<file path="config.mk">
export PLATFORM = sky130hd
export DESIGN_NAME = command_line_tokenizer_unit
export DESIGN_NICKNAME = d
export VERILOG_FILES = /design/src/design/clt_pkg.sv /design/src/design/clt_step.sv /design/src/design/command_line_tokenizer_unit.sv
export VERILOG_INCLUDE_DIRS = /design/src /design/src/design
export SDC_FILE = /design/constraint.sdc
export NUM_CORES = 1
export LEC_CHECK = 0
export BUFFER_PORTS_ARGS = -buffer_cell sky130_fd_sc_hd__buf_2
export CAP_MARGIN = 30
export CORE_MARGIN = 3
export CORE_UTILIZATION = 40
export DETAILED_ROUTE_END_ITERATION = 7
export PLACE_DENSITY = 0.65
export SLEW_MARGIN = 10
export SYNTH_ARGS = -nofsm -noshare
export SYNTH_HDL_FRONTEND = slang
export SYNTH_SLANG_ARGS = --single-unit
</file>
<file path="constraint.sdc">
create_clock -name i_clk -period 9.2 [get_ports i_clk]
set_input_delay 1.38 -clock i_clk [delete_from_list [all_inputs] [get_ports i_clk]]
set_output_delay 1.38 -clock i_clk [all_outputs]
set_load 0.01 [all_outputs]
</file>
<file path="src/design/command_line_tokenizer_unit_assert.svh">
// Assertion macros for the command line tokenizer.
// Used by the top level; no other dependencies.
`ifndef COMMAND_LINE_TOKENIZER_UNIT_ASSERT_SVH
`define COMMAND_LINE_TOKENIZER_UNIT_ASSERT_SVH

`ifndef SYNTHESIS
// The consequent must hold in the same cycle as the antecedent.
`define CLT_ASSERT_SAME(label, clk, rst_n, pre, post, msg) \
    label: assert property (@(posedge clk) disable iff (!rst_n) (pre) |-> (post)) \
        else $error(msg);
// The consequent must hold in the cycle after the antecedent.
`define CLT_ASSERT_NEXT(label, clk, rst_n, pre, post, msg) \
    label: assert property (@(posedge clk) disable iff (!rst_n) (pre) |=> (post)) \
        else $error(msg);
`else
`define CLT_ASSERT_SAME(label, clk, rst_n, pre, post, msg)
`define CLT_ASSERT_NEXT(label, clk, rst_n, pre, post, msg)
`endif

`endif

</file>
<file path="src/design/clt_pkg.sv">
// Shared types, codes and sizes of the command line tokenizer.
// No dependencies; imported by clt_step and the top level.
`timescale 1ns / 1ps

package clt_pkg;

    localparam int NAME_LEN  = 16;
    localparam int VALUE_LEN = 16;
    localparam int MAX_SLOTS = 8;
    localparam int LINE_LEN  = 64;

    localparam int NPOS_W = $clog2(NAME_LEN + 1);
    localparam int VPOS_W = $clog2(VALUE_LEN);
    localparam int LLEN_W = $clog2(LINE_LEN + 1);

    localparam logic [7:0] CH_NEWLINE = 8'd10;
    localparam logic [7:0] CH_SPACE   = 8'd32;
    localparam logic [7:0] CH_EQUALS  = 8'd61;

    localparam logic [2:0] KIND_NAME_CHAR = 3'd0;
    localparam logic [2:0] KIND_TAG       = 3'd1;
    localparam logic [2:0] KIND_VALUE     = 3'd2;
    localparam logic [2:0] KIND_VALUE_END = 3'd3;
    localparam logic [2:0] KIND_LINE_END  = 3'd4;

    localparam logic [2:0] ST_OK         = 3'd0;
    localparam logic [2:0] ST_NAME_LONG  = 3'd1;
    localparam logic [2:0] ST_MALFORMED  = 3'd2;
    localparam logic [2:0] ST_VALUE_LONG = 3'd3;
    localparam logic [2:0] ST_TOO_MANY   = 3'd4;
    localparam logic [2:0] ST_LINE_LONG  = 3'd5;

    typedef enum logic [3:0] {
        PH_NAME  = 4'b0001,
        PH_VALUE = 4'b0010,
        PH_TAG   = 4'b0100,
        PH_SKIP  = 4'b1000
    } t_phase;

    typedef struct packed {
        t_phase              phase;
        logic [NPOS_W-1:0]   name_pos;
        logic [2:0]          slot_index;
        logic [VPOS_W-1:0]   value_pos;
        logic [LLEN_W-1:0]   line_len;
        logic [2:0]          error_code;
    } t_state;

    typedef struct packed {
        logic [2:0] kind;
        logic [2:0] slot;
        logic [5:0] position;
        logic [7:0] char_out;
        logic [2:0] status;
        logic [3:0] param_count;
    } t_result;

    localparam t_state STATE_RESET = '{
        phase:      PH_NAME,
        name_pos:   '0,
        slot_index: '0,
        value_pos:  '0,
        line_len:   '0,
        error_code: ST_OK
    };

endpackage

</file>
<file path="src/design/clt_step.sv">
// Next-state and result logic of the tokenizer for one received byte.
// Depends on clt_pkg.
`timescale 1ns / 1ps

module clt_step (
    input  clt_pkg::t_state  i_cur,
    input  logic [7:0]       i_byte,
    output clt_pkg::t_state  o_nxt,
    output logic             o_emit,
    output clt_pkg::t_result o_res
);
    import clt_pkg::*;

    always_comb begin
        o_nxt  = i_cur;
        o_emit = 1'b0;
        o_res  = '0;

        if (i_byte == CH_NEWLINE) begin
            o_emit           = 1'b1;
            o_res.kind       = KIND_LINE_END;
            o_res.status     = i_cur.error_code;
            o_res.param_count = (i_cur.phase == PH_NAME) ? 4'd0
                                : 4'(i_cur.slot_index) + 4'd1;
            // A line that ends inside a tag is malformed unless it already failed.
            if (i_cur.error_code == ST_OK &&
                (i_cur.phase == PH_TAG || i_cur.phase == PH_SKIP)) begin
                o_res.status = ST_MALFORMED;
            end
            o_nxt = STATE_RESET;
        end else if (i_cur.error_code != ST_OK) begin
            o_nxt = i_cur;
        end else if (i_cur.line_len >= LLEN_W'(LINE_LEN)) begin
            o_nxt.error_code = ST_LINE_LONG;
        end else begin
            o_nxt.line_len = i_cur.line_len + LLEN_W'(1);
            case (i_cur.phase)
                PH_NAME: begin
                    if (i_cur.name_pos >= NPOS_W'(NAME_LEN)) begin
                        o_nxt.error_code = ST_NAME_LONG;
                    end else if (i_byte == CH_SPACE) begin
                        o_nxt.phase = PH_VALUE;
                    end else begin
                        o_emit         = 1'b1;
                        o_res.kind     = KIND_NAME_CHAR;
                        o_res.position = 6'(i_cur.name_pos);
                        o_res.char_out = i_byte;
                        o_nxt.name_pos = i_cur.name_pos + NPOS_W'(1);
                    end
                end
                PH_TAG: begin
                    o_emit         = 1'b1;
                    o_res.kind     = KIND_TAG;
                    o_res.slot     = i_cur.slot_index;
                    o_res.char_out = i_byte;
                    o_nxt.phase    = PH_SKIP;
                end
                PH_SKIP: begin
                    o_nxt.phase = PH_VALUE;
                end
                default: begin
                    if (i_byte == CH_SPACE) begin
                        if (4'(i_cur.slot_index) + 4'd1 >= 4'(MAX_SLOTS)) begin
                            o_nxt.error_code = ST_TOO_MANY;
                        end else begin
                            o_emit           = 1'b1;
                            o_res.kind       = KIND_VALUE_END;
                            o_res.slot       = i_cur.slot_index;
                            o_res.position   = 6'(i_cur.value_pos);
                            o_nxt.slot_index = i_cur.slot_index + 3'd1;
                            o_nxt.value_pos  = '0;
                        end
                    end else if (i_byte == CH_EQUALS) begin
                        o_nxt.phase = PH_TAG;
                    end else if (i_cur.value_pos >= VPOS_W'(VALUE_LEN - 1)) begin
                        o_nxt.error_code = ST_VALUE_LONG;
                    end else begin
                        o_emit          = 1'b1;
                        o_res.kind      = KIND_VALUE;
                        o_res.slot      = i_cur.slot_index;
                        o_res.position  = 6'(i_cur.value_pos);
                        o_res.char_out  = i_byte;
                        o_nxt.value_pos = i_cur.value_pos + VPOS_W'(1);
                    end
                end
            endcase
        end
    end

endmodule

</file>
<file path="src/design/command_line_tokenizer_unit.sv">
// Top level of the command line tokenizer: state, output register and skid stage.
// Depends on clt_pkg, clt_step and command_line_tokenizer_unit_assert.svh.
`timescale 1ns / 1ps

// The tokenizer takes one received byte per cycle unless stalled and splits
// each newline-ended line into a command name and up to eight parameter slots,
// giving at most one result per byte. The whole update runs through the single
// clt_step stage, so the sustained rate is one byte per clock unless stalled.
// Results pass through an output register backed by a one-entry skid stage:
// o_stall rises only when both hold results, so input keeps flowing for one
// extra result while the output is stalled.
`include "command_line_tokenizer_unit_assert.svh"

module command_line_tokenizer_unit (
    input  logic       i_clk,
    input  logic       i_rst_n,
    input  logic       i_valid,
    output logic       o_stall,
    input  logic [7:0] i_rx_byte,
    output logic       o_valid,
    input  logic       i_stall,
    output logic [2:0] o_kind,
    output logic [2:0] o_slot,
    output logic [5:0] o_position,
    output logic [7:0] o_char_out,
    output logic [2:0] o_status,
    output logic [3:0] o_param_count
);
    import clt_pkg::*;

    t_state  r_state;
    t_state  n_state;
    logic    r_out_valid, n_out_valid;
    logic    r_skid_valid, n_skid_valid;
    t_result r_out, n_out;
    t_result r_skid, n_skid;

    t_state  step_nxt;
    logic    step_emit;
    t_result step_res;
    logic    in_accept;
    logic    out_taken;

    clt_step u_step (
        .i_cur  (r_state),
        .i_byte (i_rx_byte),
        .o_nxt  (step_nxt),
        .o_emit (step_emit),
        .o_res  (step_res)
    );

    assign o_stall   = r_skid_valid;
    assign in_accept = i_valid && !r_skid_valid;
    assign out_taken = r_out_valid && !i_stall;

    always_comb begin
        n_state      = in_accept ? step_nxt : r_state;
        n_out_valid  = r_out_valid;
        n_out        = r_out;
        n_skid_valid = r_skid_valid;
        n_skid       = r_skid;
        if (out_taken) begin
            n_out_valid  = r_skid_valid;
            n_out        = r_skid;
            n_skid_valid = 1'b0;
        end
        // A new result goes to the output register if it is free, else to the skid.
        if (in_accept && step_emit) begin
            if (!n_out_valid) begin
                n_out_valid = 1'b1;
                n_out       = step_res;
            end else begin
                n_skid_valid = 1'b1;
                n_skid       = step_res;
            end
        end
    end

    always_ff @(posedge i_clk) begin
        if (!i_rst_n) begin
            r_state      <= STATE_RESET;
            r_out_valid  <= 1'b0;
            r_skid_valid <= 1'b0;
        end else begin
            r_state      <= n_state;
            r_out_valid  <= n_out_valid;
            r_skid_valid <= n_skid_valid;
        end
    end

    always_ff @(posedge i_clk) begin
        r_out  <= n_out;
        r_skid <= n_skid;
    end

    assign o_valid       = r_out_valid;
    assign o_kind        = r_out.kind;
    assign o_slot        = r_out.slot;
    assign o_position    = r_out.position;
    assign o_char_out    = r_out.char_out;
    assign o_status      = r_out.status;
    assign o_param_count = r_out.param_count;

    `CLT_ASSERT_SAME(a_skid_behind_out, i_clk, i_rst_n, r_skid_valid, r_out_valid, "skid full while output empty")
    `CLT_ASSERT_NEXT(a_skid_holds, i_clk, i_rst_n, r_skid_valid && i_stall, r_skid_valid, "skid result lost under stall")
    `CLT_ASSERT_NEXT(a_newline_clears, i_clk, i_rst_n, in_accept && i_rx_byte == CH_NEWLINE, r_state == STATE_RESET, "line state not cleared after newline")
    `CLT_ASSERT_SAME(a_error_silent, i_clk, i_rst_n, r_state.error_code != ST_OK && i_rx_byte != CH_NEWLINE, !step_emit, "result produced after a line error")

endmodule

</file>
==> run summary <==
The number of buffers and inverters on the critical path is 2. Number of antenna cells inserted: 0. Data on the critical path arrives at its endpoint at 3.65 ns. First-pass iteration count of the detailed router: 6. Type of the worst min-delay path: register to register. In this run, synthesis inferred 26 flip-flops with an integrated enable.

The critical path runs through a total of 7 cells. Walking the worst path, the cells encountered are buf_2 -> or4b_4 -> or3_4 -> o211ai_2 -> a21oi_1 -> nor2_2 -> buf_4. The floorplan die height came out at 105 um. The HPWL after detailed placement is 6700 um. Post-CTS timing repair inserted 0 buffers for setup.

The worst setup path is launched from an input pin. The growth of design area from synthesis to finish works out to 12.6%. The tools report the number of filler cells placed in the layout as 887. The number of cells upsized or downsized after cts is 0, and the total leakage power is 1.80 nW. Synthesis produced a netlist with a net count of 435. The run gives 852 uW as the total power after layout.

The share of final-layout standard cells stronger than drive strength 1 is 0.204, and the number of global-route vias before repair is 3132. For this run, the leading register cell type out of synthesis is sky130_fd_sc_hd__dfxtp_1. The tools report the sum of negative setup slack as 0 ns.

At the worst endpoint, the required time is 9.24 ns. Cell internal power was estimated by the tool at 592 uW. The run gives 0 as the remaining antenna violation count. The final critical-path required period is 3.60 ns.

The later pin in the worst-skew pair is clocked with a latency of 0.36 ns. TritonCTS created 9 clock buffers. The power per standard cell area was 192 nW/um2.

Family of cells with the greatest summed delay on the critical path: simple AND/OR/NAND/NOR gates. The instance area after placement came out at 4240 um2. Summed over all layers, the routed wires come to 9250 um. In this design, the stage delay of the slowest critical-path cell is 0.59 ns.

The tools report the hold violation count in the final report as 0. For the pin with the worst max-slew slack, the measured transition is 0.929 ns. Counting distinct cell types in the post-synthesis netlist gives 63. During synthesis, Yosys emitted a total of 0 warnings.

The die covers 11100 um2. The worst slew slack as a fraction of its limit came out at 0.381. The type of the worst setup path was input pin to register. The post-cts hold buffer count is 0. The number of violations reported at the end of detailed-routing iteration 0 is 180. The run gives 0 as the max-slew violation total from the final report.

The master cell of the clock root buffer is sky130_fd_sc_hd__clkbuf_8. The number of max-cap violations was 0; the global router's overall resource usage was 0.172. In this run the mean area of a mapped cell was 9.43 um2. Pin placement for this block handled 41 I/O pins. TritonCTS built the clock tree. The floorplan step set the die width to 105 um. Summing over every cut layer, the via total after detailed routing is 3235. For the final database, setup skew stands at 0.0160 ns. At the end of routability-driven placement, the weighted congestion stood at 0.933.

The cell area that synthesis handed to floorplanning was 3930 um2. The part of the power in combinational logic was 0.214. Along the worst hold path, the cell count comes to 2. Synthesis handed over a netlist of 417 instances.

Entering global routing, the biggest net connects 27 pins. In this run the number of H-tree levels came out at 3. The async set-or-reset flop fraction in the synthesized netlist was 0; the number of nets in the layout was 473.

After detailed routing, the number of vias per cell comes to 5.49. The initial antenna violation count is 0. The run finished with clean final reports.

The detail-routed net length per standard cell is 15.7 um. The final period utilization is 0.392, and the first-pass GRT wire length is 15200 um. The switching part of the total power works out to 0.306. The logs give 0.478 for the post-synthesis sequential area ratio and 35 for the floorplan row count. The initial cell density of the core came out at 0.418. Kind of end point of the critical path: a register. The tools report the number of remaining DRC errors as 0. For the worst flop-to-flop path, the logic depth is 6. The logs give 0.285 for the relative contribution of the clock network to total power and 0.501 for the sequential group share of total power.

Among all stages on the critical path, the largest delay is contributed by sky130_fd_sc_hd__or4b_4. For the worst voltage drop across the vdd grid, the log shows 0.0917 mV. Of all nets on the critical path, the largest fanout is 17. Setup violations remaining at the end of the flow were counted as 0.

The finished cells cover 4430 um2. Setup repair after global routing left no endpoint under its margin. The clock sink count was 81. In this run the power spent charging and discharging nets is 261 uW.

Buffers placed on the I/O ports in this run total 40. The core region area came out at 9420 um2. The total overflow left after global routing is 0. The clock-pin slew on the worst setup and hold paths was 0.09 ns. Synthesis inferred 81 register bits. Based on the critical path, the design can be clocked at up to 0.277 GHz.

The longest clock path from root to sink contains 2 buffers.
==> synthesized netlist by cell type (2+ instances only) <==
master / count / area, um2
sky130_fd_sc_hd__a2111oi_0: 2 / 17.5
sky130_fd_sc_hd__a211oi_1: 6 / 45.0
sky130_fd_sc_hd__a21boi_0: 2 / 15.0
sky130_fd_sc_hd__a21oi_1: 15 / 75.1
sky130_fd_sc_hd__a31oi_1: 3 / 18.8
sky130_fd_sc_hd__a32o_1: 4 / 40.0
sky130_fd_sc_hd__and2_1: 3 / 18.8
sky130_fd_sc_hd__and3_1: 13 / 81.3
sky130_fd_sc_hd__and3_2: 2 / 15.0
sky130_fd_sc_hd__buf_2: 2 / 10.0
sky130_fd_sc_hd__buf_6: 2 / 22.5
sky130_fd_sc_hd__clkbuf_1: 11 / 41.3
sky130_fd_sc_hd__clkinv_1: 2 / 7.51
sky130_fd_sc_hd__dfxtp_1: 55 / 1100
sky130_fd_sc_hd__edfxtp_1: 26 / 781
sky130_fd_sc_hd__ha_1: 6 / 75.1
sky130_fd_sc_hd__inv_1: 9 / 33.8
sky130_fd_sc_hd__mux2_1: 7 / 78.8
sky130_fd_sc_hd__mux2_2: 17 / 191
sky130_fd_sc_hd__mux2i_1: 4 / 40.0
sky130_fd_sc_hd__nand2_1: 98 / 368
sky130_fd_sc_hd__nand2b_1: 5 / 31.3
sky130_fd_sc_hd__nand3_1: 15 / 75.1
sky130_fd_sc_hd__nand4_1: 4 / 25.0
sky130_fd_sc_hd__nor2_1: 22 / 82.6
sky130_fd_sc_hd__nor2b_1: 2 / 12.5
sky130_fd_sc_hd__nor3_1: 6 / 30.0
sky130_fd_sc_hd__nor4_1: 7 / 43.8
sky130_fd_sc_hd__nor4b_1: 3 / 26.3
sky130_fd_sc_hd__o211ai_2: 2 / 25.0
sky130_fd_sc_hd__o21a_1: 4 / 30.0
sky130_fd_sc_hd__o21ai_0: 15 / 75.1
sky130_fd_sc_hd__o21ai_1: 2 / 10.0
sky130_fd_sc_hd__o31ai_1: 3 / 22.5
sky130_fd_sc_hd__or3_1: 2 / 12.5
sky130_fd_sc_hd__or4_1: 2 / 15.0
sky130_fd_sc_hd__or4_4: 2 / 22.5
sky130_fd_sc_hd__xnor2_1: 5 / 43.8
sky130_fd_sc_hd__xor2_1: 3 / 26.3
==> per-layer routing <==
layer	track usage	share of wire	wire length, um	up-vias
met5	0	0	0	-
met4	0.0544	0.016	151	0
met3	0.0432	0.069	635	14
met2	0.275	0.46	4260	113
met1	0.228	0.45	4210	1540
li1	-	-	-	1568
==> power by group through the flow <==
stage               clock, mW  combinational [mW]  sequential (mW)
detailed placement          0               0.182            0.436
finish                  0.243               0.182            0.427
global route            0.267               0.204            0.433
global placement            0               0.178            0.434
CTS                     0.251               0.183            0.428
floorplan                   0               0.113            0.445
==> area by class of cell <==
type,instances,area (um2),area share
sequential,81,1880,0.425
clock buffer,10,138,0.0311
clock inverter,6,48.8,0.0110
timing repair buffer,44,238,0.0537
multi-input combinational,308,1920,0.434
tap,129,161,0.0364
inverter,11,41.3,0.00932
==> stage by stage <==
step / hold slack (ns) / setup WS, ns / cells / utilization
2_1_floorplan: 0.459 / 5.01 / 417 / -
3_3_place_gp: 0.456 / 5.28 / 572 / 0.449
3_5_place_dp: 0.466 / 5.23 / 573 / 0.451
4_1_cts: 0.481 / 5.60 / 589 / 0.471
5_1_grt: 0.507 / 5.40 / 589 / 0.471
6_report: 0.474 / 5.60 / 589 / 0.471
==> worst min-delay path: stages, from the launching register on <==
cell                       delay (ns)
sky130_fd_sc_hd__dfxtp_1         0.32
sky130_fd_sc_hd__nand2_1         0.04
sky130_fd_sc_hd__a21boi_0        0.07
==> placed cells by master, fill, tap and decap left out, types with 4 or more instances in the layout <==
cell and instances:
sky130_fd_sc_hd__and3_1 13, sky130_fd_sc_hd__nor3_1 6, sky130_fd_sc_hd__clkbuf_8 10, sky130_fd_sc_hd__edfxtp_1 26, sky130_fd_sc_hd__nand2_1 98, sky130_fd_sc_hd__a32o_1 4
sky130_fd_sc_hd__nand2b_1 5, sky130_fd_sc_hd__nor2_1 21, sky130_fd_sc_hd__buf_2 40, sky130_fd_sc_hd__ha_1 6, sky130_fd_sc_hd__nand3_1 15, sky130_fd_sc_hd__o21ai_0 15
sky130_fd_sc_hd__a21oi_1 15, sky130_fd_sc_hd__mux2_2 17, sky130_fd_sc_hd__inv_1 9, sky130_fd_sc_hd__a211oi_1 6, sky130_fd_sc_hd__nand4_1 4, sky130_fd_sc_hd__mux2i_1 4
sky130_fd_sc_hd__xnor2_1 5, sky130_fd_sc_hd__nor4_1 7, sky130_fd_sc_hd__dfxtp_1 55, sky130_fd_sc_hd__o21a_1 4, sky130_fd_sc_hd__mux2_1 7
==> logic make-up after synthesis <==
group	count (synthesis)	synth area share
buf+inv	28	0.0337
mux	28	0.0789
simple gates	194	0.243
xor+xnor	8	0.0178
flops	81	0.478
fa+ha+maj	6	0.0191
compound gates	71	0.128
other cells	1	0.000953
==> final timing paths <==
| path | start | endpoint | slack [ns] |
|---|---|---|---|
| setup / recovery | i_rx_byte[1] | r_skid[6]$_DFFE_PP_ | 5.60 |
| hold / removal | o_position[4]$_DFF_P_ | o_position[4]$_DFF_P_ | 0.47 |
| setup reg to reg | r_state[2]$_SDFFE_PN0P_ | r_skid[6]$_DFFE_PP_ | 6.16 |
| hold reg to reg | o_position[4]$_DFF_P_ | o_position[4]$_DFF_P_ | 0.47 |
==> sequential cells by signal (all words and copies together), names as in the netlist <==
register       count
o_char_out         8
o_kind             3
o_param_count      4
o_position         6
o_slot             3
o_stall            1
o_status           3
o_valid            1
r_skid            26
r_state           26
(Power assumes the default switching activity.)
